### src/camt_pkg.sv
`timescale 1ns / 1ps
package camt_pkg;

    localparam int MAX_POINTS_DEF   = 4096;
    localparam int CORDIC_STEPS_DEF = 18;
    localparam int IDX_W            = 12;
    localparam int RADIUS_W         = 24;

    // CORDIC gain K in Q30
    localparam logic [30:0] GAIN_Q30 = 31'd1768195363;
    localparam logic [30:0] ONE_Q30  = 31'h4000_0000;

    typedef struct packed {
        logic signed [31:0] pos_x;
        logic signed [31:0] pos_y;
        logic signed [31:0] pos_z;
        logic               last_point;
    } t_in_item;

    typedef struct packed {
        logic signed [19:0] max_angle;
        logic signed [31:0] best_x;
        logic signed [31:0] best_y;
        logic signed [31:0] best_z;
        logic [IDX_W-1:0]   best_index;
        logic               reused_previous;
        logic               result_valid;
    } t_out_item;

    // classified request handed from front to back
    typedef struct packed {
        logic signed [31:0] pos_x;
        logic signed [31:0] pos_y;
        logic signed [31:0] pos_z;
        logic [IDX_W-1:0]   index;
        logic               point_ok;
        logic               last;
    } t_job;

    typedef struct packed {
        logic signed [19:0] angle;
        logic signed [31:0] x;
        logic signed [31:0] y;
        logic signed [31:0] z;
        logic [IDX_W-1:0]   index;
    } t_best;

    typedef enum logic [3:0] {
        A_IDLE, A_CORD1, A_MUL, A_DIVI, A_DIV, A_DQ, A_SQR, A_SQRT, A_CORD2, A_SUM, A_DONE
    } t_ang_state;

    typedef enum logic {
        B_IDLE, B_BUSY
    } t_back_state;

    // arctangent of 2^-i in Q30
    function automatic logic [30:0] atan_entry(input logic [4:0] i);
        logic [30:0] v;
        unique case (i)
            5'd0:    v = 31'd843314857;
            5'd1:    v = 31'd497837829;
            5'd2:    v = 31'd263043837;
            5'd3:    v = 31'd133525159;
            5'd4:    v = 31'd67021687;
            5'd5:    v = 31'd33543516;
            5'd6:    v = 31'd16775851;
            5'd7:    v = 31'd8388437;
            5'd8:    v = 31'd4194283;
            5'd9:    v = 31'd2097149;
            default: v = ONE_Q30 >> i;
        endcase
        return v;
    endfunction

endpackage

### src/camt_front.sv
`timescale 1ns / 1ps
module camt_front #(
    parameter int MAX_POINTS = camt_pkg::MAX_POINTS_DEF
) (
    input  logic               i_clk,
    input  logic               i_rst_n,
    input  logic               push,
    input  camt_pkg::t_in_item i_in_item,
    output logic               full,
    output camt_pkg::t_job     o_job,
    output logic               o_job_valid,
    input  logic               i_job_pop
);
    localparam int CNT_W = (MAX_POINTS > 2) ? $clog2(MAX_POINTS) : 1;
    localparam int IDX_W = camt_pkg::IDX_W;

    logic [CNT_W-1:0]       r_cnt, n_cnt;
    camt_pkg::t_job         r_q [2];
    logic                   r_wp, r_rp;
    logic [1:0]             r_count;
    logic                   acc;
    camt_pkg::t_job         job_in;
    logic [CNT_W+IDX_W-1:0] idx_ext;

    assign full        = (r_count == 2'd2);
    assign acc         = push && !full;
    assign o_job_valid = (r_count != 2'd0);
    assign o_job       = r_q[r_rp];
    assign idx_ext     = {{IDX_W{1'b0}}, r_cnt};

    always_comb begin
        job_in.pos_x    = i_in_item.pos_x;
        job_in.pos_y    = i_in_item.pos_y;
        job_in.pos_z    = i_in_item.pos_z;
        job_in.index    = idx_ext[IDX_W-1:0];
        job_in.last     = i_in_item.last_point;
        // skip negative x and the origin
        job_in.point_ok = !i_in_item.pos_x[31] &&
                          !(i_in_item.pos_x == 32'sd0 && i_in_item.pos_z == 32'sd0);
        if (i_in_item.last_point) begin
            n_cnt = '0;
        end else if (r_cnt != CNT_W'(MAX_POINTS - 1)) begin
            n_cnt = r_cnt + 1'b1;
        end else begin
            n_cnt = r_cnt;
        end
    end

    always_ff @(posedge i_clk) begin
        if (!i_rst_n) begin
            r_cnt   <= '0;
            r_wp    <= 1'b0;
            r_rp    <= 1'b0;
            r_count <= '0;
        end else begin
            if (acc) begin
                r_cnt    <= n_cnt;
                r_q[r_wp] <= job_in;
                r_wp     <= !r_wp;
            end
            if (i_job_pop) begin
                r_rp <= !r_rp;
            end
            r_count <= r_count + {1'b0, acc} - {1'b0, i_job_pop};
        end
    end

    a_count_max: assert property (@(posedge i_clk) disable iff (!i_rst_n)
        r_count <= 2'd2) else $error("job queue overflow");

endmodule

### config.mk
export PLATFORM = sky130hd
export DESIGN_NAME = camt_front
export DESIGN_NICKNAME = d
export VERILOG_FILES = /design/src/camt_pkg.sv /design/src/camt_front.sv
export SDC_FILE = /design/constraint.sdc
export NUM_CORES = 1
export LEC_CHECK = 0
export BUFFER_PORTS_ARGS = -buffer_cell sky130_fd_sc_hd__buf_2
export CORE_UTILIZATION = 57
export DETAILED_ROUTE_END_ITERATION = 12
export GPL_TIMING_DRIVEN = 0
export PLACE_DENSITY = 0.89
export SKIP_CTS_REPAIR_TIMING = 1
export SLEW_MARGIN = 10
export SYNTH_ARGS = -nofsm -noshare
export SYNTH_HDL_FRONTEND = slang
export SYNTH_SLANG_ARGS = --single-unit
### constraint.sdc
create_clock -name i_clk -period 21.8 [get_ports i_clk]
set_input_delay 2.18 -clock i_clk [delete_from_list [all_inputs] [get_ports i_clk]]
set_output_delay 2.18 -clock i_clk [all_outputs]
set_load 0.05 [all_outputs]
# ---- Word-level counts from Yosys, hierarchy flattened
# Memory sizes are Yosys's and may differ from the RTL's. A register that Yosys moved wholly into a read port is not among the register bits.
# Cells that the tools add are included.
dict set report word_totals {
  register_bits 16
  ramBits 220
  n_memories 1
}
dict set report op_classes {
  add_sub_neg 3
  n_eq_ne 2
  n_mux 7
  n_reduce_logical 13
}
# name words word_bits read_ports rd_ports_with_merged_regs write_ports line
set memory_table {}
lappend memory_table {r_q 2 110 1 1 1 camt_front.sv:18} ;# camt_pkg::t_job r_q [2];
# cell n
set ops {}
lappend ops {{32-bit logical NOT} 2}
lappend ops {{12-bit 2-to-1 mux} 2}
lappend ops {{12-bit by 1-bit adder with 12-bit output (second input constant)} 1}
lappend ops {{12-bit inequality test (second input constant)} 1}
lappend ops {{1-bit logical NOT} 5}
lappend ops {{1-bit 2-to-1 mux} 5}
lappend ops {{2-bit nonzero test} 2}
lappend ops {{1-bit logical AND} 3}
lappend ops {{2-bit by 1-bit adder with 2-bit output} 1}
lappend ops {{2-bit == test (second input constant)} 1}
lappend ops {{2-bit AND reduction} 1}
lappend ops {{2-bit by 1-bit subtractor with 2-bit output} 1}

# ---- Depth between registers and ports, before layout
dict set report logic_depth {
  depth_word 6
  mapped_depth 10
  ltp_nobuf 8
}

# ---- Least setup slack after synthesis
# OpenSTA, ideal clock, no wires.
dict set report synth_timing {
  path_kind {input -> register}
  from {input port i_rst_n}
  to {memory r_q[0][0] (netlist bit) (enable)}
  setup_time_ns 0.714
  arrival_time_ns 10.014
  required_time_ns 21.086
  path_slack_ns 11.073
  path_stages 3
  path_cell_list {inv_1 -> clkbuf_1 -> nor3_1}
}
dict set report synth_via {
  elab_chain_cells 2
}
# element line
set synth_lines {}
lappend synth_lines {{start: declaration} camt_front.sv:6} ;# input logic i_rst_n,
lappend synth_lines {{1-bit 2-to-1 mux} camt_front.sv:50} ;# if (!i_rst_n) begin
lappend synth_lines {{1-bit 2-to-1 mux (not written as such)} camt_front.sv:58} ;# r_q[r_wp] <= job_in;
lappend synth_lines {{end: declaration} camt_front.sv:18}
# Every way passes these cells.

==> results by group <==
Synthesis
  – Seq cells post-synth: 237
  – Main synth FF type: edfxtp_1
  – Cells after Synth: 474
  – Distinct cells, synth: 43
  – Synth warnings: 0
  – Synth Area per Inst: 19.0 µm²
  – Number of synthesized flops with an enable pin: 220
  – Mapped Area: 9010 µm²
  – Post-synthesis net count: 578
  – Register area share after synthesis: 77.1%
  – Async S/R FF share, synth: 0%

CTS
  – Clk_lat worst skew: 0.50 ns
  – # H-tree levels: 1
  – Clock slew at reported path FFs: 0.06 ns
  – CTS tree: done
  – CTS buffer count: 25
  – Num Clock Sinks: 237
  – Clock root cell: clkbuf_16
  – CTS Buffer Depth: 3

Global routing
  – Total global-route track usage: 23.2%
  – Grt ovf: 0
  – Number of global-route vias before repair: 5465
  – Initial antenna violation count: 1
  – First-pass GRT wire length: 28700 µm
  – Largest net degree at the start of global routing: 15

Timing
  – Final hold viol count: 0
  – TNS Setup: 0 ns
  – Slew Viols, Final: 0
  – Worst slew margin: 58.1%
  – Unrepaired setup endpoints after global routing: no
  – Worst-margin pin slew: 0.629 ns
  – Final min period: 4.52 ns
  – Peak Freq: 221 MHz
  – Hold WS: 0.450 ns
  – Final setup vio count: 0
  – Clock skew: 0.00712 ns
  – Crit share post-route: 20.7%

Setup path
  – WP buf/inv: 3
  – CP arrival: 2.34 ns
  – Max incr delay on CP: 0.49 ns
  – Cell mode on critical path: buf_2
  – Crit-path cells: clkbuf_1, buf_2, mux2_2, buf_2
  – CP delay by family, top: buffers and inverters
  – Critical path capture point type: output pin
  – Element type at the critical path start: flop
  – Crit path max fanout: 10
  – Crit path kind: flop to output pin
  – Worst EP required: 19.62 ns
  – CP max stage cell: clkbuf_1

Cells and area
  – Nets: 837
  – Area Overhead vs Synth: 25.2%
  – Ratio of cells with drive above 1 in the final layout: 53.9%
  – Fillers: 957
  – Post-route cell area: 11300 µm²
  – Final Non-Filler Cells: 963

Power
  – Power density over the cells: 105 nW/µm²
  – Pleak: 0.00418 µW
  – Worst vdd ir: 0.0831 mV

Die
  – Die Y: 128 µm
  – Core area: 15300 µm²
  – Site Rows: 45
  – Die W: 128 µm
  – Initial Utilization: 58.9%
  – I/O pin cnt: 213
  – Die area: 16300 µm²

Job
  – Max-cap violation count: 0

Route
  – DRT Pass-1 Iters: 5
  – WL final: 19000 µm
  – Via count: 5333
  – Average vias per placed instance: 5.54
  – Final ANT Viol Nets: 0
  – First DRT Iteration DRCs: 399
  – Residual DRC count: 0
  – DR WL/cell: 19.8 µm

Place
  – Number of I/O port buffers: 212
  – Placement Cell Area: 10500 µm²
  – Gpl congestion: 0.816
  – Post-placement cell count: 917
  – Hpwl dp: 13500 µm

Run status
  – Status: complete, no violations

Min path
  – Hold Path Class: flop to flop
-- cell usage after synthesis, types with 2 or more instances --
| cell type | count | area (µm²) |
|---|---|---|
| and3_1 | 2 | 12.5 |
| buf_2 | 12 | 60.1 |
| dfxtp_1 | 17 | 340 |
| clkbuf_1 | 4 | 15.0 |
| and2_1 | 3 | 18.8 |
| edfxtp_1 | 220 | 6610 |
| o21ai_0 | 5 | 25.0 |
| nor4_1 | 18 | 113 |
| nand4_1 | 8 | 50.1 |
| buf_4 | 2 | 15.0 |
| inv_1 | 3 | 11.3 |
| xnor2_1 | 3 | 26.3 |
| nor3_1 | 9 | 45.0 |
| o221a_2 | 2 | 22.5 |
| buf_6 | 2 | 22.5 |
| nand2_1 | 5 | 18.8 |
| a41oi_1 | 2 | 17.5 |
| mux2_2 | 110 | 1240 |
| ha_1 | 3 | 37.5 |
| o31ai_1 | 3 | 22.5 |
| a21oi_1 | 8 | 40.0 |
| a31oi_1 | 4 | 25.0 |
| nor2_1 | 9 | 33.8 |
-- routing by layer --
metal  track usage (%)  wire length (µm)  share of wire [%]  vias to the layer above
met5                 0                 0                  0                        -
met4              7.06               539                2.8                        0
met3              5.26              1480                7.8                       46
met2              40.8              9490                 50                      254
met1              28.6              7520                 40                     2605
li1                  -                 -                  -                     2428
-- path summary, 6_finish.rpt --
check	cells after the start	slack, ns	end	startpoint
setup reg to reg	8	19.39	r_q[0][61]	r_count[1]
hold / removal	0	0.45	r_q[1][7]	r_cnt[5]
hold reg to reg	0	0.45	r_q[1][7]	r_cnt[5]
setup / recovery	4	17.28	o_job[89]	flop
-- kinds of logic after synthesis --
logic type | Yosys count | synth area share (%)
mux | 110 | 13.7
buf+inv | 23 | 1.37
xor+xnor | 4 | 0.389
flops | 237 | 77.1
simple gates | 69 | 4.86
fa+ha+maj | 3 | 0.416
compound gates | 28 | 2.17
-- worst reg2reg max path, delay by kind of cell, from the launching register on --
kind | cells | cell delay [ns]
flops | 1 | 0.33
buf+inv | 5 | 1.12
simple gates | 3 | 0.65
-- report_power, final --
group	internal [µW]	leakage, µW	switching [µW]
clock	238	0.000377	161
sequential	540	0.00216	9.82
combinational	66.3	0.00164	169
-- through the flow --
step           worst slack [ns]  util [%]  total power [µW]
3_5_place_dp              17.48      68.7               794
2_1_floorplan             11.07         -               739
4_1_cts                   17.20      73.7              1190
3_3_place_gp               7.74      67.5               794
6_report                  17.28      73.7              1180
5_1_grt                   17.13      73.7              1220
-- state kept, by name, summed over array words and instances, names as in the netlist, named ones only --
name,cells
r_q,220
r_rp,1
r_cnt,12
r_count,2
r_wp,1
-- cells in the final DEF, fill, tap and decap left out, types with 2 or more instances in the layout --
| cell | Yosys | layout |
|---|---|---|
| a21oi_1 | 8 | 8 |
| nor2_1 | 9 | 9 |
| ha_1 | 3 | 3 |
| nor4_1 | 18 | 18 |
| edfxtp_1 | 220 | 220 |
| clkbuf_1 | 4 | 13 |
| buf_4 | 2 | 18 |
| dfxtp_1 | 17 | 17 |
| nor3_2 | 1 | 3 |
| buf_6 | 2 | 6 |
| a31oi_1 | 4 | 4 |
| clkinv_1 | 0 | 2 |
| buf_2 | 12 | 224 |
| inv_1 | 3 | 3 |
| clkbuf_16 | 0 | 25 |
| xnor2_1 | 3 | 3 |
| o31ai_1 | 3 | 3 |
| nor3_1 | 9 | 7 |
| and2_1 | 3 | 3 |
| bufinv_16 | 0 | 2 |
| mux2_2 | 110 | 110 |
| nand4_1 | 8 | 8 |
| nand2_1 | 5 | 5 |
| o221a_2 | 2 | 2 |
| a41oi_1 | 2 | 2 |
| o21ai_0 | 5 | 5 |
| and3_1 | 2 | 2 |
| clkinv_2 | 0 | 5 |
-- cell type report --
cell class | count | area, µm² | area share (%)
repair buffers | 232 | 1230 | 10.9
multi-input cells | 214 | 1950 | 17.3
plain buffers | 20 | 113 | 0.997
clock inverters | 10 | 100 | 0.887
flip-flops and latches | 237 | 6950 | 61.5
diodes | 1 | 2.50 | 0.0222
inverters | 3 | 11.3 | 0.0997
clock buffers | 35 | 673 | 5.96
well taps | 211 | 264 | 2.34
(Power assumes the default switching activity.)
