`src/camt_pkg.sv`:
```
`timescale 1ns / 1ps
package camt_pkg;

    localparam int MAX_POINTS_DEF   = 4096;
    localparam int CORDIC_STEPS_DEF = 18;
    localparam int IDX_W            = 12;
    localparam int RADIUS_W         = 24;

    // CORDIC gain K in Q30
    localparam logic [30:0] GAIN_Q30 = 31'd1768195363;
    localparam logic [30:0] ONE_Q30  = 31'h4000_0000;

    typedef struct packed {
        logic signed [31:0] pos_x;
        logic signed [31:0] pos_y;
        logic signed [31:0] pos_z;
        logic               last_point;
    } t_in_item;

    typedef struct packed {
        logic signed [19:0] max_angle;
        logic signed [31:0] best_x;
        logic signed [31:0] best_y;
        logic signed [31:0] best_z;
        logic [IDX_W-1:0]   best_index;
        logic               reused_previous;
        logic               result_valid;
    } t_out_item;

    // classified request handed from front to back
    typedef struct packed {
        logic signed [31:0] pos_x;
        logic signed [31:0] pos_y;
        logic signed [31:0] pos_z;
        logic [IDX_W-1:0]   index;
        logic               point_ok;
        logic               last;
    } t_job;

    typedef struct packed {
        logic signed [19:0] angle;
        logic signed [31:0] x;
        logic signed [31:0] y;
        logic signed [31:0] z;
        logic [IDX_W-1:0]   index;
    } t_best;

    typedef enum logic [3:0] {
        A_IDLE, A_CORD1, A_MUL, A_DIVI, A_DIV, A_DQ, A_SQR, A_SQRT, A_CORD2, A_SUM, A_DONE
    } t_ang_state;

    typedef enum logic {
        B_IDLE, B_BUSY
    } t_back_state;

    // arctangent of 2^-i in Q30
    function automatic logic [30:0] atan_entry(input logic [4:0] i);
        logic [30:0] v;
        unique case (i)
            5'd0:    v = 31'd843314857;
            5'd1:    v = 31'd497837829;
            5'd2:    v = 31'd263043837;
            5'd3:    v = 31'd133525159;
            5'd4:    v = 31'd67021687;
            5'd5:    v = 31'd33543516;
            5'd6:    v = 31'd16775851;
            5'd7:    v = 31'd8388437;
            5'd8:    v = 31'd4194283;
            5'd9:    v = 31'd2097149;
            default: v = ONE_Q30 >> i;
        endcase
        return v;
    endfunction

endpackage

```
`src/camt_back.sv`:
```
`timescale 1ns / 1ps
module camt_back (
    input  logic                i_clk,
    input  logic                i_rst_n,
    input  camt_pkg::t_job      i_job,
    input  logic                i_job_valid,
    output logic                o_job_pop,
    output logic                o_ang_start,
    output logic signed [31:0]  o_ang_x,
    output logic signed [31:0]  o_ang_z,
    input  logic                i_ang_done,
    input  logic signed [19:0]  i_ang,
    output camt_pkg::t_out_item o_out_item,
    output logic                empty,
    input  logic                pop
);
    camt_pkg::t_back_state r_state, n_state;
    camt_pkg::t_job        r_job, n_job;
    camt_pkg::t_best       r_run, n_run, r_prev, n_prev, f_best;
    logic                  r_run_have, n_run_have, r_prev_valid, n_prev_valid;
    camt_pkg::t_out_item   r_out, n_out;
    logic                  r_out_full, n_out_full;
    logic                  fin, f_have;

    assign o_ang_x    = i_job.pos_x;
    assign o_ang_z    = i_job.pos_z;
    assign o_out_item = r_out;
    assign empty      = !r_out_full;

    always_comb begin
        n_state      = r_state;
        n_job        = r_job;
        n_run        = r_run;
        n_run_have   = r_run_have;
        n_prev       = r_prev;
        n_prev_valid = r_prev_valid;
        n_out        = r_out;
        n_out_full   = r_out_full && !pop;
        o_job_pop    = 1'b0;
        o_ang_start  = 1'b0;
        fin          = 1'b0;
        f_have       = r_run_have;
        f_best       = r_run;

        unique case (r_state)
            camt_pkg::B_IDLE: begin
                // a closing request waits until the result slot is free
                if (i_job_valid && (!i_job.last || !r_out_full)) begin
                    o_job_pop = 1'b1;
                    n_job     = i_job;
                    if (i_job.point_ok) begin
                        o_ang_start = 1'b1;
                        n_state     = camt_pkg::B_BUSY;
                    end else begin
                        fin = i_job.last;
                    end
                end
            end
            camt_pkg::B_BUSY: begin
                if (i_ang_done) begin
                    if (!r_run_have || i_ang > r_run.angle) begin
                        f_best.angle = i_ang;
                        f_best.x     = r_job.pos_x;
                        f_best.y     = r_job.pos_y;
                        f_best.z     = r_job.pos_z;
                        f_best.index = r_job.index;
                    end
                    f_have     = 1'b1;
                    n_run      = f_best;
                    n_run_have = 1'b1;
                    fin        = r_job.last;
                    n_state    = camt_pkg::B_IDLE;
                end
            end
            default: n_state = camt_pkg::B_IDLE;
        endcase

        if (fin) begin
            n_out_full = 1'b1;
            if (f_have) begin
                n_prev       = f_best;
                n_prev_valid = 1'b1;
                n_out        = {f_best.angle, f_best.x, f_best.y, f_best.z, f_best.index,
                                1'b0, 1'b1};
            end else if (r_prev_valid) begin
                n_out = {r_prev.angle, r_prev.x, r_prev.y, r_prev.z, r_prev.index,
                         1'b1, 1'b1};
            end else begin
                n_out = '0;
            end
            n_run      = '0;
            n_run_have = 1'b0;
        end
    end

    always_ff @(posedge i_clk) begin
        if (!i_rst_n) begin
            r_state      <= camt_pkg::B_IDLE;
            r_run        <= '0;
            r_run_have   <= 1'b0;
            r_prev       <= '0;
            r_prev_valid <= 1'b0;
            r_out_full   <= 1'b0;
        end else begin
            r_state      <= n_state;
            r_run        <= n_run;
            r_run_have   <= n_run_have;
            r_prev       <= n_prev;
            r_prev_valid <= n_prev_valid;
            r_out_full   <= n_out_full;
        end
        r_job <= n_job;
        r_out <= n_out;
    end

    a_no_overwrite: assert property (@(posedge i_clk) disable iff (!i_rst_n)
        fin |-> !r_out_full) else $error("result overwritten");

    a_done_busy: assert property (@(posedge i_clk) disable iff (!i_rst_n)
        i_ang_done |-> r_state == camt_pkg::B_BUSY) else $error("stray angle done");

endmodule

```
`config.mk`:
```
export PLATFORM = sky130hd
export DESIGN_NAME = camt_back
export DESIGN_NICKNAME = d
export VERILOG_FILES = /design/src/camt_pkg.sv /design/src/camt_back.sv
export SDC_FILE = /design/constraint.sdc
export NUM_CORES = 1
export LEC_CHECK = 0
export BUFFER_PORTS_ARGS = -buffer_cell sky130_fd_sc_hd__buf_2
export CORE_MARGIN = 2
export CORE_UTILIZATION = 38
export CTS_CLUSTER_SIZE = 25
export DETAILED_ROUTE_END_ITERATION = 7
export PLACE_DENSITY = 0.59
export SYNTH_ARGS = -nofsm -noshare
export SYNTH_HDL_FRONTEND = slang
export SYNTH_SLANG_ARGS = --single-unit
```
`constraint.sdc`:
```
create_clock -name i_clk -period 9.9 [get_ports i_clk]
set_input_delay 0.99 -clock i_clk [delete_from_list [all_inputs] [get_ports i_clk]]
set_output_delay 0.99 -clock i_clk [all_outputs]
set_load 0.01 [all_outputs]
```
* Word-level counts from Yosys, hierarchy flattened
Cells that the tools add are included.
Storage, ports and cells: register bits 499, bits in latches 0, RAM bits 0, ROM bits 0, output and inout port bits 197, logic and storage cells 59, memories 0
Cells by class: add/sub/neg operators 0, $mul 0, div/mod/pow operators 0, magnitude comparators 1, eq/ne operators 0, shifts and indexed selects 0, muxes and demuxes 19, bitwise logic cells 2, reduce and logical (&&, ||, !) cells 11
Operators by type and width (number):
- 128-bit two-way mux | 3
- 130-bit two-way mux | 2
- 20-bit greater-than comparator | 1
- 1-bit two-way mux | 12
- 1-bit zero test | 4
- 1-bit case mux with 2 select lines | 2
- 2-bit AND reduction | 2
- 1-bit logical AND | 2
- 1-bit logical OR | 2
- 1-bit inverter | 2
- 2-bit OR reduction | 1

* Logic depth before layout (Yosys ltp)
word-level depth 6, depth in mapped cells 12, depth with buffers taken out 8

* Least setup slack after synthesis
OpenSTA, ideal clock, no wires.
path kind input to output, start point in i_job_valid, end point out o_ang_start, arrival 10.077 ns, data required time 8.910 ns, setup slack -1.167 ns, cell stages on the path 3, buffers on the path 0, path through nor2b_1 -> a21boi_0 -> and2_1
Between the ends: cells in the longest elaborated chain, start to end 3
Ends and longest elaborated chain:
- start: declaration | line camt_back.sv:6 | input logic i_job_valid,
- 1-bit logical AND | line camt_back.sv:48 | if (i_job_valid && (!i_job.last || !r_out_full)) begin
- 1-bit two-way mux | line camt_back.sv:48
- 1-bit two-way mux | line camt_back.sv:45 | unique case (r_state)
- end: declaration | line camt_back.sv:8 | output logic o_ang_start,
Every way passes these cells.

* Worst setup path in the final report
start point in i_ang[11], end point reg r_out (netlist bit o_out_item[36]) (data pin)
Between the ends: cells in the longest elaborated chain, start to end 6
Ends and longest elaborated chain:
- start: declaration | line camt_back.sv:12 | input logic signed [19:0] i_ang,
- 20-bit greater-than comparator | line camt_back.sv:61 | if (!r_run_have || i_ang > r_run.angle) begin
- 1-bit logical OR | line camt_back.sv:61
- 128-bit two-way mux | line camt_back.sv:61
- 128-bit two-way mux
- 128-bit two-way mux | line camt_back.sv:45
- 130-bit two-way mux | line camt_back.sv:80 | if (f_have) begin
- end signal: assignment | line camt_back.sv:113 | r_out <= n_out;
- end: declaration | line camt_back.sv:21 | camt_pkg::t_out_item r_out, n_out;
Every way passes these cells. A chain may end at the register's enable or synchronous reset.

==> results by stage <==
Run status:
- The run finished with clean final reports.

Worst setup path:
- In this run the worst setup path begins at i_ang[11].
- The kind of start point of the critical path is an input port.
- The endpoint of the most critical register-to-register path is o_out_item[36]$_DFFE_PP_.
- At the worst endpoint, the arrival time is approximately 5.3 ns.
- The largest fanout on the critical path is 98.
- The worst setup path is of the in -> reg kind.
- The worst-case reg-to-reg path depth is 10.
- The setup slack of the worst register-to-register path is 5.08 ns.
- For the worst setup path, the data required time is 10.32 ns.
- The most critical setup path has its endpoint at o_out_item[36]$_DFFE_PP_.
- The endpoint class of the critical path is a flip-flop.
- The worst register-to-register path begins at r_run[118]$_SDFF_PP0_.

STA:
- Clock skew on the completed layout was measured at about 0.019 ns.
- Setup slack closes at 5.002 ns.
- The worst hold margin is 0.4795 ns.
- Summed over all failing endpoints, the final setup total negative slack is 0 ns.
- The maximum clock rate is a little over 200 MHz.
- The final-report hold violation count was 0.
- Subtracting the final worst setup slack from the clock period gives 4.898 ns.
- Setup violations remaining at the end of the flow were counted as 0.
- The max-slew violation total from the final report was 0.
- For the pin with the worst max-slew slack, the measured transition is 1.211 ns.
- The worst pin sits at a relative slew slack of 19.29%.
- Setup repair after global routing left no endpoint under its margin.
- Of the available clock period, the critical path in the final layout requires about half.

Pwr:
- The net switching power figure is 1.127 mW.
- The clock network accounts for ~44% of the total power.
- The internal power component is between 3 and 4 mW.
- Net switching is 24.22% of the power.
- Per report_power, the sequential group accounts for 49.2% of the total.
- Across the VDD grid, the largest voltage drop is 0.0001668 V.
- The total leakage power is 8.694 nW.
- Of the total power, combinational logic draws 7.1%.
- The total power density per cell area is 181.6 mW/mm².

Place:
- In this run, placement finished with an instance count of around 3,000.
- Prior to clock tree synthesis, the placed netlist has a worst setup slack of 4.456 ns.
- The HPWL after detailed placement is ~37,000 µm.
- The total of buffers placed on input and output ports is 331.
- The congestion estimate from routability-driven global placement came to 0.7667.
- Summing all placed instances gives a cell area of 0.02386 mm².

Route:
- The number of optimization iterations in the first detailed-route pass is 5.
- After detailed routing, the average wire length per cell comes to 22.23 µm.
- The count of nets left with antenna violations once routing finished came out at 0.
- After detailed routing, the total wire length is 68,860 µm.
- In this run, the number of DRC markers left after iteration 0 of detailed routing was 1,662.
- The post-detailed-route via-to-cell ratio is a little over 6.
- The number of DRC violations after detailed routing is 0.
- For this block, the via count after detailed routing is 18,770.

Floorplan:
- The total number of placement rows is 89.
- The initial core utilization is a little under two fifths.
- The floorplan step defined a die boundary enclosing 0.06123 mm².
- The standard cell core area is about 0.06 mm².
- The die height is 247.4 µm.
- The x dimension of the die is 247.4 µm.
- Pin placement for this block handled about 330 I/O pins.

Finish:
- Summing all non-filler instances in the final layout gives an area of 0.02563 mm².
- The area added between synthesis and finish is 13.82%.
- The ratio of cells with drive above 1 in the final layout is 23.62%.
- The number of fillers in the final layout is between 5,000 and 6,000.
- For this run, the post-layout net count is ~2,400.
- The number of standard cells in the final layout excluding fillers is around 3,100.
- The most frequent standard cell in the layout excluding fill and tap cells is sky130_fd_sc_hd__nand2_1.
- In the layout the commonest cells are 497 x sky130_fd_sc_hd__nand2_1, 331 x sky130_fd_sc_hd__buf_2, 260 x sky130_fd_sc_hd__dfxtp_1.

Yosys:
- The sequential-to-total area share from yosys stat is roughly 55%.
- The count of mapped cells out of synthesis is 2,167.
- The dominant register cell in the synthesized netlist is sky130_fd_sc_hd__dfxtp_1.
- The cell area after synthesis is 0.02252 mm².
- Of all flip-flops after synthesis, the portion carrying an async set or reset was 0%.
- In this run, synthesis produced a sequential element count of around 500.
- The number of flops mapped to enable cells by yosys is 239.
- Counting distinct cell types in the post-synthesis netlist gives 44.
- The average cell area after synthesis is 10.39 µm².
- The number of nets in the synthesized netlist is about 2,300.
- Yosys printed 0 warnings.

Global route:
- The residual overflow from global routing is 0.
- Entering global routing, the biggest net connects 185 pins.
- The number of global-route vias before repair is between 15,000 and 20,000.
- In the global route stage, overall resource usage came out at between 20% and 30%.
- The number of antenna violations at the first check in global routing is 4.
- The global-route wire length before repair is 105,000 µm.

Clock tree:
- Clock latency on the worst-skew pair, taken at its later pin, is 0.61 ns.
- The tree is rooted in a sky130_fd_sc_hd__clkbuf_16.
- Gates resized during post-CTS repair numbered 0.
- Clock-pin slew was measured on the worst setup and hold paths at roughly 0.060 ns.
- The maximum clock insertion buffer count is 3.
- TritonCTS built the clock tree.
- The number of clock sinks seen by CTS is 499.
- The H-tree generated during clock tree synthesis spans 2 levels.
- The number of buffers created by CTS is 54.
- The number of setup buffers added after CTS is 0.
- The hold buffer count at cts is 0.

Job:
- The number of maximum-capacitance constraint violations is 0.

Min path:
- In this run the worst hold path is classified as reg -> reg.
## layer usage
metal / wire [µm] / global-route usage (%) / vias to the layer above / share of wire [%]
met4: 2080 / 8.771 / 2 / 3.0
met5: 11 / 0 / - / 0.016
met1: 29590 / 29.74 / 9321 / 43
met3: 5435 / 3.709 / 158 / 7.9
met2: 31740 / 34.23 / 902 / 46
li1: - / - / 8387 / -
## critical path, cell delays in order
cell,delay (ns)
sky130_fd_sc_hd__buf_2,0.12
sky130_fd_sc_hd__ha_1,0.31
sky130_fd_sc_hd__nand4_1,0.19
sky130_fd_sc_hd__or4_4,0.61
sky130_fd_sc_hd__o21bai_4,0.22
sky130_fd_sc_hd__nand4b_1,0.13
sky130_fd_sc_hd__buf_4,0.64
sky130_fd_sc_hd__nand3_4,0.84
sky130_fd_sc_hd__buf_4,0.75
sky130_fd_sc_hd__o211ai_1,0.37
## worst min-delay path by stage
stage                                          from                   endpoint  slack, ns  cells past startpoint
after CTS                  r_prev[115]$_SDFFE_PN0P_   r_prev[115]$_SDFFE_PN0P_       0.48                      2
after floorplan           r_prev_valid$_SDFFE_PN0P_  r_prev_valid$_SDFFE_PN0P_       0.45                      1
after global routing        r_prev[60]$_SDFFE_PN0P_    r_prev[60]$_SDFFE_PN0P_       0.50                      2
after global placement      r_prev[42]$_SDFFE_PN0P_    r_prev[42]$_SDFFE_PN0P_       0.46                      2
final                       r_prev[22]$_SDFFE_PN0P_    r_prev[22]$_SDFFE_PN0P_       0.48                      2
after detailed placement    r_prev[33]$_SDFFE_PN0P_    r_prev[33]$_SDFFE_PN0P_       0.47                      2
## power groups by stage
stage	logic (mW)	registers, mW	clock network (mW)
2_1_floorplan	0.202	2.33	0
3_5_place_dp	0.334	2.33	0
3_3_place_gp	0.329	2.33	0
6_report	0.332	2.29	2.03
4_1_cts	0.335	2.29	2.08
5_1_grt	0.360	2.30	2.16
## state kept, by name (all words and copies together) (netlist names)
name,count
o_out_item,130
r_prev,128
r_run,128
r_job,109
r_out_full,1
r_prev_valid,1
r_run_have,1
r_state,1
## per-stage QoR
| step | total power, mW | util [%] |
|---|---|---|
| after detailed placement | 2.666 | 40.58 |
| after global placement | 2.659 | 40.58 |
| after global routing | 4.812 | 43.59 |
| after floorplan | 2.535 | - |
| final | 4.654 | 43.60 |
| after CTS | 4.698 | 43.58 |
## Yosys cell counts, drive strengths merged, types with 20 or more instances
cell / count / area, µm²
ha: 20 / 250.2
a21oi: 136 / 680.7
clkbuf: 176 / 660.6
inv: 23 / 86.33
nand2: 498 / 1869
o31ai: 128 / 1440
o211ai: 238 / 1792
nand4: 133 / 838.3
buf: 129 / 958.4
o311ai: 147 / 1287
dfxtp: 260 / 5205
edfxtp: 239 / 7177
## cell families after synthesis
group / Yosys count / share of synthesized area, %
AO/OA/AOI/OAI: 667 / 23.72
AND/OR/NAND/NOR: 653 / 12.61
flip-flops: 499 / 54.98
buffers and inverters: 328 / 7.573
adder cells (fa/ha/maj): 20 / 1.111
## cell type report
class                           count  area [µm²]  area share, %
Tap cell                          773       967.2          3.773
Clock inverter                     29       262.8          1.025
Inverter                           23       91.34         0.3563
Sequential cell                   499       12380          48.30
Antenna cell                        5       12.51        0.04881
Multi-Input combinational cell   1340        8528          33.27
Timing Repair Buffer              357        1889          7.371
Clock buffer                       72        1500          5.853
No activity file was read; power rests on OpenSTA's default activity.
