**src/camt_pkg.sv**
```systemverilog
`timescale 1ns / 1ps
package camt_pkg;

    localparam int MAX_POINTS_DEF   = 4096;
    localparam int CORDIC_STEPS_DEF = 18;
    localparam int IDX_W            = 12;
    localparam int RADIUS_W         = 24;

    // CORDIC gain K in Q30
    localparam logic [30:0] GAIN_Q30 = 31'd1768195363;
    localparam logic [30:0] ONE_Q30  = 31'h4000_0000;

    typedef struct packed {
        logic signed [31:0] pos_x;
        logic signed [31:0] pos_y;
        logic signed [31:0] pos_z;
        logic               last_point;
    } t_in_item;

    typedef struct packed {
        logic signed [19:0] max_angle;
        logic signed [31:0] best_x;
        logic signed [31:0] best_y;
        logic signed [31:0] best_z;
        logic [IDX_W-1:0]   best_index;
        logic               reused_previous;
        logic               result_valid;
    } t_out_item;

    // classified request handed from front to back
    typedef struct packed {
        logic signed [31:0] pos_x;
        logic signed [31:0] pos_y;
        logic signed [31:0] pos_z;
        logic [IDX_W-1:0]   index;
        logic               point_ok;
        logic               last;
    } t_job;

    typedef struct packed {
        logic signed [19:0] angle;
        logic signed [31:0] x;
        logic signed [31:0] y;
        logic signed [31:0] z;
        logic [IDX_W-1:0]   index;
    } t_best;

    typedef enum logic [3:0] {
        A_IDLE, A_CORD1, A_MUL, A_DIVI, A_DIV, A_DQ, A_SQR, A_SQRT, A_CORD2, A_SUM, A_DONE
    } t_ang_state;

    typedef enum logic {
        B_IDLE, B_BUSY
    } t_back_state;

    // arctangent of 2^-i in Q30
    function automatic logic [30:0] atan_entry(input logic [4:0] i);
        logic [30:0] v;
        unique case (i)
            5'd0:    v = 31'd843314857;
            5'd1:    v = 31'd497837829;
            5'd2:    v = 31'd263043837;
            5'd3:    v = 31'd133525159;
            5'd4:    v = 31'd67021687;
            5'd5:    v = 31'd33543516;
            5'd6:    v = 31'd16775851;
            5'd7:    v = 31'd8388437;
            5'd8:    v = 31'd4194283;
            5'd9:    v = 31'd2097149;
            default: v = ONE_Q30 >> i;
        endcase
        return v;
    endfunction

endpackage

```
**src/camt_angle.sv**
```systemverilog
`timescale 1ns / 1ps
module camt_angle #(
    parameter int CORDIC_STEPS = camt_pkg::CORDIC_STEPS_DEF
) (
    input  logic                              i_clk,
    input  logic                              i_rst_n,
    input  logic                              i_start,
    input  logic signed [31:0]                i_x,
    input  logic signed [31:0]                i_z,
    input  logic [camt_pkg::RADIUS_W-1:0]     i_radius,
    output logic                              o_done,
    output logic signed [19:0]                o_angle
);
    camt_pkg::t_ang_state r_state, n_state;
    logic [5:0]           r_cnt, n_cnt;
    logic signed [35:0]   r_a, n_a, r_b, n_b, r_m, n_m;
    logic signed [33:0]   r_ang, n_ang, r_phi1, n_phi1;
    logic [54:0]          r_num, n_num;
    logic [35:0]          r_rem, n_rem;
    logic [31:0]          r_quot, n_quot;
    logic [30:0]          r_q, n_q;
    logic [61:0]          r_rad, n_rad;
    logic [30:0]          r_root, n_root;
    logic [32:0]          r_srem, n_srem;
    logic signed [19:0]   r_angle, n_angle;

    logic [4:0]           sh;
    logic signed [35:0]   ca, cb;
    logic signed [33:0]   cang, e;
    logic                 cord_last;
    logic [35:0]          hi, trial;
    logic [31:0]          num_lo;
    logic [61:0]          qsq;
    logic [34:0]          snrem, strial;
    logic [30:0]          root_nx;
    logic signed [34:0]   ssum;
    logic signed [20:0]   sround;

    // one CORDIC rotation, shared by both passes
    always_comb begin
        sh        = r_cnt[4:0];
        e         = $signed({3'b000, camt_pkg::atan_entry(sh)});
        cord_last = (r_cnt == 6'(CORDIC_STEPS - 1));
        if (!r_b[35]) begin
            ca   = r_a + (r_b >>> sh);
            cb   = r_b - (r_a >>> sh);
            cang = r_ang + e;
        end else begin
            ca   = r_a - (r_b >>> sh);
            cb   = r_b + (r_a >>> sh);
            cang = r_ang - e;
        end
    end

    always_comb begin
        n_state = r_state;
        n_cnt   = r_cnt;
        n_a     = r_a;
        n_b     = r_b;
        n_m     = r_m;
        n_ang   = r_ang;
        n_phi1  = r_phi1;
        n_num   = r_num;
        n_rem   = r_rem;
        n_quot  = r_quot;
        n_q     = r_q;
        n_rad   = r_rad;
        n_root  = r_root;
        n_srem  = r_srem;
        n_angle = r_angle;
        o_done  = 1'b0;

        hi      = 36'(r_num[54:32]);
        num_lo  = r_num[31:0];
        trial   = {r_rem[34:0], num_lo[sh]};
        qsq     = 62'(r_q * r_q);
        snrem   = {r_srem, r_rad[61:60]};
        strial  = 35'({r_root, 2'b01});
        root_nx = (snrem >= strial) ? {r_root[29:0], 1'b1} : {r_root[29:0], 1'b0};
        ssum    = 35'(r_phi1) + 35'(r_ang) + 35'sd8192;
        sround  = 21'(ssum >>> 14);

        unique case (r_state)
            camt_pkg::A_IDLE: begin
                if (i_start) begin
                    n_a     = 36'(i_x);
                    n_b     = 36'(i_z);
                    n_ang   = '0;
                    n_cnt   = '0;
                    n_state = camt_pkg::A_CORD1;
                end
            end
            camt_pkg::A_CORD1: begin
                n_a   = ca;
                n_b   = cb;
                n_ang = cang;
                n_cnt = r_cnt + 1'b1;
                if (cord_last) begin
                    n_phi1  = cang;
                    n_m     = ca;
                    n_state = camt_pkg::A_MUL;
                end
            end
            camt_pkg::A_MUL: begin
                n_num   = 55'(i_radius * camt_pkg::GAIN_Q30);
                n_state = camt_pkg::A_DIVI;
            end
            camt_pkg::A_DIVI: begin
                // quotient would reach 2^32 or magnitude is not positive: saturate
                if (r_m[35] || r_m == 36'sd0 || hi >= 36'(r_m)) begin
                    n_q     = camt_pkg::ONE_Q30;
                    n_state = camt_pkg::A_SQR;
                end else begin
                    n_rem   = hi;
                    n_quot  = '0;
                    n_cnt   = 6'd31;
                    n_state = camt_pkg::A_DIV;
                end
            end
            camt_pkg::A_DIV: begin
                if (trial >= 36'(r_m)) begin
                    n_rem  = trial - 36'(r_m);
                    n_quot = {r_quot[30:0], 1'b1};
                end else begin
                    n_rem  = trial;
                    n_quot = {r_quot[30:0], 1'b0};
                end
                n_cnt = r_cnt - 1'b1;
                if (r_cnt == 6'd0) begin
                    n_state = camt_pkg::A_DQ;
                end
            end
            camt_pkg::A_DQ: begin
                n_q     = (r_quot > 32'(camt_pkg::ONE_Q30)) ? camt_pkg::ONE_Q30 : r_quot[30:0];
                n_state = camt_pkg::A_SQR;
            end
            camt_pkg::A_SQR: begin
                n_rad   = {2'b01, 60'd0} - qsq;
                n_root  = '0;
                n_srem  = '0;
                n_cnt   = 6'd30;
                n_state = camt_pkg::A_SQRT;
            end
            camt_pkg::A_SQRT: begin
                // one result bit per cycle, two radicand bits consumed
                n_srem = (snrem >= strial) ? 33'(snrem - strial) : 33'(snrem);
                n_root = root_nx;
                n_rad  = {r_rad[59:0], 2'b00};
                n_cnt  = r_cnt - 1'b1;
                if (r_cnt == 6'd0) begin
                    n_a     = 36'(root_nx);
                    n_b     = 36'(r_q);
                    n_ang   = '0;
                    n_cnt   = '0;
                    n_state = camt_pkg::A_CORD2;
                end
            end
            camt_pkg::A_CORD2: begin
                n_a   = ca;
                n_b   = cb;
                n_ang = cang;
                n_cnt = r_cnt + 1'b1;
                if (cord_last) begin
                    n_state = camt_pkg::A_SUM;
                end
            end
            camt_pkg::A_SUM: begin
                if (sround > 21'sd524287) begin
                    n_angle = 20'sh7FFFF;
                end else if (sround < -21'sd524288) begin
                    n_angle = 20'sh80000;
                end else begin
                    n_angle = sround[19:0];
                end
                n_state = camt_pkg::A_DONE;
            end
            camt_pkg::A_DONE: begin
                o_done  = 1'b1;
                n_state = camt_pkg::A_IDLE;
            end
            default: n_state = camt_pkg::A_IDLE;
        endcase
    end

    always_ff @(posedge i_clk) begin
        if (!i_rst_n) begin
            r_state <= camt_pkg::A_IDLE;
            r_cnt   <= '0;
        end else begin
            r_state <= n_state;
            r_cnt   <= n_cnt;
        end
        r_a     <= n_a;
        r_b     <= n_b;
        r_m     <= n_m;
        r_ang   <= n_ang;
        r_phi1  <= n_phi1;
        r_num   <= n_num;
        r_rem   <= n_rem;
        r_quot  <= n_quot;
        r_q     <= n_q;
        r_rad   <= n_rad;
        r_root  <= n_root;
        r_srem  <= n_srem;
        r_angle <= n_angle;
    end

    assign o_angle = r_angle;

    a_start_idle: assert property (@(posedge i_clk) disable iff (!i_rst_n)
        i_start |-> r_state == camt_pkg::A_IDLE) else $error("start while busy");

endmodule

```
**config.mk**
```make
export PLATFORM = sky130hd
export DESIGN_NAME = camt_angle
export DESIGN_NICKNAME = d
export VERILOG_FILES = /design/src/camt_pkg.sv /design/src/camt_angle.sv
export SDC_FILE = /design/constraint.sdc
export NUM_CORES = 2
export LEC_CHECK = 0
export CORE_MARGIN = 1.5
export CORE_UTILIZATION = 30
export DETAILED_ROUTE_END_ITERATION = 6
export DONT_BUFFER_PORTS = 1
export SLEW_MARGIN = 20
export SYNTH_ARGS = -nofsm -noshare
export SYNTH_HDL_FRONTEND = slang
export SYNTH_SLANG_ARGS = --single-unit
```
**constraint.sdc**
```tcl
create_clock -name i_clk -period 11.53 [get_ports i_clk]
set_input_delay 3.459 -clock i_clk [delete_from_list [all_inputs] [get_ports i_clk]]
set_output_delay 3.459 -clock i_clk [all_outputs]
set_load 0.1 [all_outputs]
```
# Word level (Yosys, flattened, before mapping)
# Cells that the tools add are included.
# W data, S select, Z words.
[classes] mul=2 mux=42 eq_ne=27 n_reduce_logical=18 magnitude_cmp=7 n_shift=3 add_sub_neg=13
[ops] cell="$pmux W31 S10" count=1
[ops] cell="$mux W36" count=6
[ops] cell="$pmux W36 S3" count=2
[ops] cell="$pmux W31 S2" count=2
[ops] cell="$pmux W62 S2" count=1
[ops] cell="$mux W34" count=3
[ops] cell="$pmux W34 S3" count=1
[ops] cell="$add A36 B36 Y36" count=2
[ops] cell="$sshr A36 B5 Y36" count=2
[ops] cell="$sub A36 B36 Y36" count=2
[ops] cell="$mux W35" count=2
[ops] cell="$pmux W35 S2" count=1
[ops] cell="$pmux W33 S2" count=1
[ops] cell="$pmux W32 S2" count=1
[ops] cell="$mul A31 B31 Y62" count=1
[ops] cell="$mux W31" count=2
[ops] cell="$sub A61 B62 Y62 const A" count=1
[ops] cell="$mul A24 B31 Y55 const B" count=1
[ops] cell="$pmux W4 S10" count=1
[ops] cell="$ge A23 B36 Y1" count=1
[ops] cell="$ge A36 B36 Y1" count=1
[ops] cell="$logic_not A36 Y1" count=1
[ops] cell="$pmux W6 S6" count=1
[ops] cell="$add A34 B34 Y35" count=1
[ops] cell="42 further kinds" count=74
[word_totals] elab_cells=127 output_inout_bits=21 ff_bits=485

# Logic depth before layout (Yosys ltp)
[depth] depth_word=5 ltp_mapped=33 ltp_nobuf=31

# Worst setup path before layout
# OpenSTA, ideal clock, no wires.
[synth_path] kind="register -> register" start="register r_state[1]" end="register r_rad[0], enable pin" period_less_slack_ns=10.028 setup_ns=0.765 arrival_time_ns=9.262 path_stages_with_launch=4 slack_ns=1.502 path_buffers=1 path_cell_list="dfxtp_1 clkbuf_1 inv_1 nor3_1"
[synth_via] elab_chain_cells=2
[synth_rtl] item="start, declared" line_no="camt_angle.sv:14" rtl="camt_pkg::t_ang_state r_state, n_state;"
[synth_rtl] item="start signal, assigned" line_no="camt_angle.sv:187" rtl="r_state <= camt_pkg::A_IDLE;"
[synth_rtl] item="start signal, assigned" line_no="camt_angle.sv:190" rtl="r_state <= n_state;"
[synth_rtl] item="$eq A4 B3 Y1" line_no="camt_angle.sv:83" rtl="unique case (r_state)"
[synth_rtl] item="$reduce_bool A2 Y1 (no source line) *"
[synth_rtl] item="end signal, assigned" line_no="camt_angle.sv:202" rtl="r_rad <= n_rad;"
[synth_rtl] item="end, declared" line_no="camt_angle.sv:22" rtl="logic [61:0] r_rad, n_rad;"
# Mark *: on every way between the ends. The rest lies on a longest branch, timed or not.
# A chain may end at the register's enable or synchronous reset.

# Final worst setup path
[layout_path] start="register r_q[5]" end="register r_rad[55], data pin"
[layout_via] elab_chain_cells=3
[layout_rtl] item="start, declared" line_no="camt_angle.sv:21" rtl="logic [30:0] r_q, n_q;"
[layout_rtl] item="start signal, assigned" line_no="camt_angle.sv:201" rtl="r_q <= n_q;"
[layout_rtl] item="$mul A31 B31 Y62" line_no="camt_angle.sv:76" rtl="qsq = 62'(r_q * r_q);"
[layout_rtl] item="$sub A61 B62 Y62" line_no="camt_angle.sv:138" rtl="n_rad = {2'b01, 60'd0} - qsq;"
[layout_rtl] item="$pmux W62 S2" line_no="camt_angle.sv:83"
[layout_rtl] item="via n_rad[55]" line_no="camt_angle.sv:22"
# The timed path passes the listed nets, and every way through them passes these cells.

==> results.sh <==
export IMPL_tns_ns=0
export IMPL_cts_root_buf="clkbuf_16"
export IMPL_timing_rr_end="r_rad[55]"
export IMPL_skew_ns=0.0661
export IMPL_synth_area_leaders="fa_1 25%, edfxtp_1 18%, ha_1 14%, inv_1 7.9%, a21oi_1 3.0%"
export IMPL_synthesis_area_sq_mm=0.0776
export IMPL_cts_setup_buffers=0
export IMPL_final_cells=11501
export IMPL_cpMaxStageDelayCell="o21ai_0"
export IMPL_hold_buffers=0
export IMPL_internal_power_uw=9490
export IMPL_track_usage=0.178
export IMPL_clock_sinks=484
export IMPL_post_place_cells=11361
export IMPL_worstHoldPathCells=2
export IMPL_combPwrFrac=0.716
export IMPL_start_util=0.302
export IMPL_clk_latency_ns=0.72
export IMPL_grt_max_degree=84
export IMPL_drtPass1Iterations=6
export IMPL_io_buffers=0
export IMPL_routed_wirelength_microns=234000
export IMPL_crit_type="reg -> reg"
export IMPL_max_cap_violations=0
export IMPL_crit_path_max_incr_delay_ns=0.62
export IMPL_crit_arrival_ns=10.24
export IMPL_yosysTopAreaCell="fa_1"
export IMPL_grt_pass1_wl_microns=364000
export IMPL_die_y_microns=512
export IMPL_crit_path_max_fanout=9
export IMPL_power_share_clock=0.107
export IMPL_tightestPinTransition_ns=1.17
export IMPL_synth_edff_count=474
export IMPL_ys_warn_count=0
export IMPL_synth_nets=10142
export IMPL_pin_count=112
export IMPL_slew_viol_final=0
export IMPL_postCtsResizedCells=0
export IMPL_rrSetupSlack_ns=1.67
export IMPL_via_per_inst=5.13
export IMPL_startpoint_type="flop"
export IMPL_antenna_found_initial=39
export IMPL_drcViolationCount=0
export IMPL_syn_inst=8193
export IMPL_core_area_sq_mm=0.257
export IMPL_hold_end="r_rad[48]"
export IMPL_wl_per_cell_microns=20.4
export IMPL_finalHoldViolCount=0
export IMPL_crit_family="adder cells"
export IMPL_worstHoldStart="r_rad[46]"
export IMPL_synthToLayoutAreaGrowth_pct=7.60
export IMPL_cp_end_kind="flop"
export IMPL_h_tree_depth=2
export IMPL_nets=9988
export IMPL_critPathBufInv=6
export IMPL_fin_crit_ns=9.86
export IMPL_slew_headroom=0.215
export IMPL_die_x_microns=512
export IMPL_cts_buffers=60
export IMPL_fin_crit_sh=0.855
export IMPL_netlist_area_leader_share=0.253
export IMPL_outcome="complete, no violations"
export IMPL_cts_max_path_buffers=3
export IMPL_required_ns=11.91
export IMPL_reg2reg_depth=27
export IMPL_leakagePower_uw=0.0373
export IMPL_power_uw=18700
export IMPL_ys_types=98
export IMPL_switching_share=0.493
export IMPL_async_flop_share=0
export IMPL_ant_nets=0
export IMPL_grt_overflow_total=0
export IMPL_vias=58950
export IMPL_synth_seq_cells=484
export IMPL_seqPwrFrac=0.177
export IMPL_dp_final_hpwl_microns=188000
export IMPL_cts_tree="done"
export IMPL_synth_flop_cell="edfxtp_1"
export IMPL_clkTransAtPathRegs_ns=0.07
export IMPL_reg2reg_from="r_q[5]"
export IMPL_drt_iter0_markers=4371
export IMPL_crit_top_cell="fa_1"
export IMPL_gp_congestion=0.979
export IMPL_fmax_ghz=0.101
export IMPL_synth_seq_area_share=0.186
export IMPL_rsz0062_at_grt="false"
export IMPL_dieArea_sq_mm=0.262
export IMPL_layout_drive_gt1_share=0.0485
export IMPL_hp_class="reg -> reg"
export IMPL_synth_avg_cell_area_sq_um=9.47
export IMPL_p_sw_uw=9240
export IMPL_rows=186
export IMPL_setup_violations=0
export IMPL_powerDensity_mw_per_mm2=224
export IMPL_grt_pass1_vias=61308
export IMPL_vdd_drop_max_v=0.000300
per-layer routing:
layer	global-route usage	vias to the layer above	share of wire
met3	0.0253	461	0.058
met4	0.0813	8	0.051
met2	0.307	1921	0.49
met5	0	-	0.00020
met1	0.220	29568	0.40
li1	-	26992	-
worst min-delay path, stage by stage (launching register included):
cell,delay (ns)
edfxtp_1,0.32
nand2_1,0.05
nand2_1,0.05
sequential cells by signal, indices dropped and copies added, names as in the netlist, 31 cells and up:
register  flops
r_ang        34
r_rad        61
r_a          36
r_m          36
r_quot       32
r_b          36
r_phi1       34
r_srem       33
r_rem        35
r_q          31
r_root       31
r_num        55
cell families after synthesis:
logic type,count (synthesis),share of synthesized area
compound gates,1481,0.123
xor+xnor,367,0.0414
fa+ha+maj,1858,0.394
buf+inv,1952,0.0958
flops,484,0.186
mux,241,0.0478
simple gates,1810,0.111
power by group through the flow:
stage / clock network, uW / registers [uW] / logic [uW]
finish: 2010 / 3310 / 13400
global route: 2110 / 3340 / 14800
CTS: 2060 / 3300 / 13400
detailed placement: 0 / 3330 / 13200
global placement: 0 / 3320 / 13200
floorplan: 0 / 3110 / 9800
synthesized netlist by cell type (12+ instances only):
| master | instances |
|---|---|
| a311oi_1 | 13 |
| o21a_1 | 58 |
| a221oi_1 | 20 |
| o22ai_1 | 53 |
| or2_2 | 24 |
| mux4_2 | 96 |
| nor4_1 | 31 |
| fa_1 | 981 |
| mux2_2 | 33 |
| xnor2_1 | 226 |
| buf_2 | 30 |
| mux2i_1 | 108 |
| a211o_1 | 18 |
| o21bai_1 | 50 |
| o31ai_1 | 21 |
| and3_1 | 49 |
| edfxtp_1 | 474 |
| nand4_1 | 48 |
| a22o_1 | 12 |
| nand2_1 | 587 |
| a31oi_1 | 62 |
| o21ai_0 | 254 |
| a21o_1 | 186 |
| buf_1 | 26 |
| a21boi_0 | 12 |
| nand2b_1 | 45 |
| a221o_1 | 24 |
| a22oi_1 | 34 |
| xor2_1 | 141 |
| clkbuf_1 | 237 |
| ha_1 | 877 |
| a21oi_1 | 458 |
| inv_1 | 1636 |
| o211ai_1 | 21 |
| nor2b_1 | 60 |
| nand3b_1 | 17 |
| or3_1 | 21 |
| a2111oi_0 | 15 |
| nand3_1 | 73 |
| nor2_1 | 481 |
| and2_1 | 243 |
| a211oi_1 | 57 |
| nor3_1 | 84 |
| a41oi_1 | 12 |
cells in the final DEF, fill, tap and decap left out, types with 24 or more instances in the layout:
| cell | count |
|---|---|
| o21ai_0 | 253 |
| nand4_1 | 48 |
| inv_1 | 1635 |
| a221o_1 | 24 |
| or2_2 | 24 |
| nand3_1 | 72 |
| a31oi_1 | 62 |
| and2_1 | 242 |
| nand2b_1 | 45 |
| nor4_1 | 29 |
| nor2b_1 | 59 |
| xnor2_1 | 226 |
| nor3_1 | 81 |
| o21bai_1 | 50 |
| a22oi_1 | 34 |
| xor2_1 | 141 |
| ha_1 | 877 |
| nor2_1 | 478 |
| mux2_2 | 33 |
| edfxtp_1 | 474 |
| o21a_1 | 58 |
| a21o_1 | 186 |
| mux4_2 | 96 |
| a211oi_1 | 57 |
| a21oi_1 | 457 |
| diode_2 | 28 |
| buf_4 | 88 |
| fa_1 | 981 |
| o22ai_1 | 53 |
| and3_1 | 49 |
| nand2_1 | 586 |
| mux2i_1 | 108 |
| clkbuf_16 | 60 |
final cells by class:
| cell class | count | area (sq um) |
|---|---|---|
| fill | 26539 | 173000 |
| multi-input combinational | 5757 | 55800 |
| sequential | 484 | 14400 |
| inverter | 1647 | 6180 |
| tap | 3384 | 4230 |
| clock buffer | 66 | 1520 |
| timing repair buffer | 89 | 688 |
| clock inverter | 46 | 513 |
| antenna | 28 | 70.1 |
per-stage QoR:
| step | utilization | cell area, sq um | setup slack, ns | hold WS, ns |
|---|---|---|---|---|
| final | 0.325 | 83500 | 1.67 | 0.520 |
| after global routing | 0.325 | 83500 | 1.41 | 0.534 |
| after CTS | 0.325 | 83400 | 1.88 | 0.518 |
| after detailed placement | 0.317 | 81400 | 1.66 | 0.503 |
| after global placement | 0.317 | 81400 | 1.68 | 0.505 |
| after floorplan | - | 77600 | 1.50 | 0.484 |
worst max-delay path by stage:
| stage | startpoint | to | slack (ns) | cells after the start |
|---|---|---|---|---|
| after floorplan | r_state[1] | r_rad[0] | 1.50 | 3 |
| after global placement | i_radius[22] | r_num[51] | 1.68 | 23 |
| after detailed placement | i_radius[22] | r_num[51] | 1.66 | 23 |
| after CTS | r_q[5] | r_rad[59] | 1.88 | 27 |
| after global routing | r_q[5] | r_rad[59] | 1.41 | 27 |
| final | r_q[5] | r_rad[55] | 1.67 | 27 |
Power figures use the tool's default switching activity.
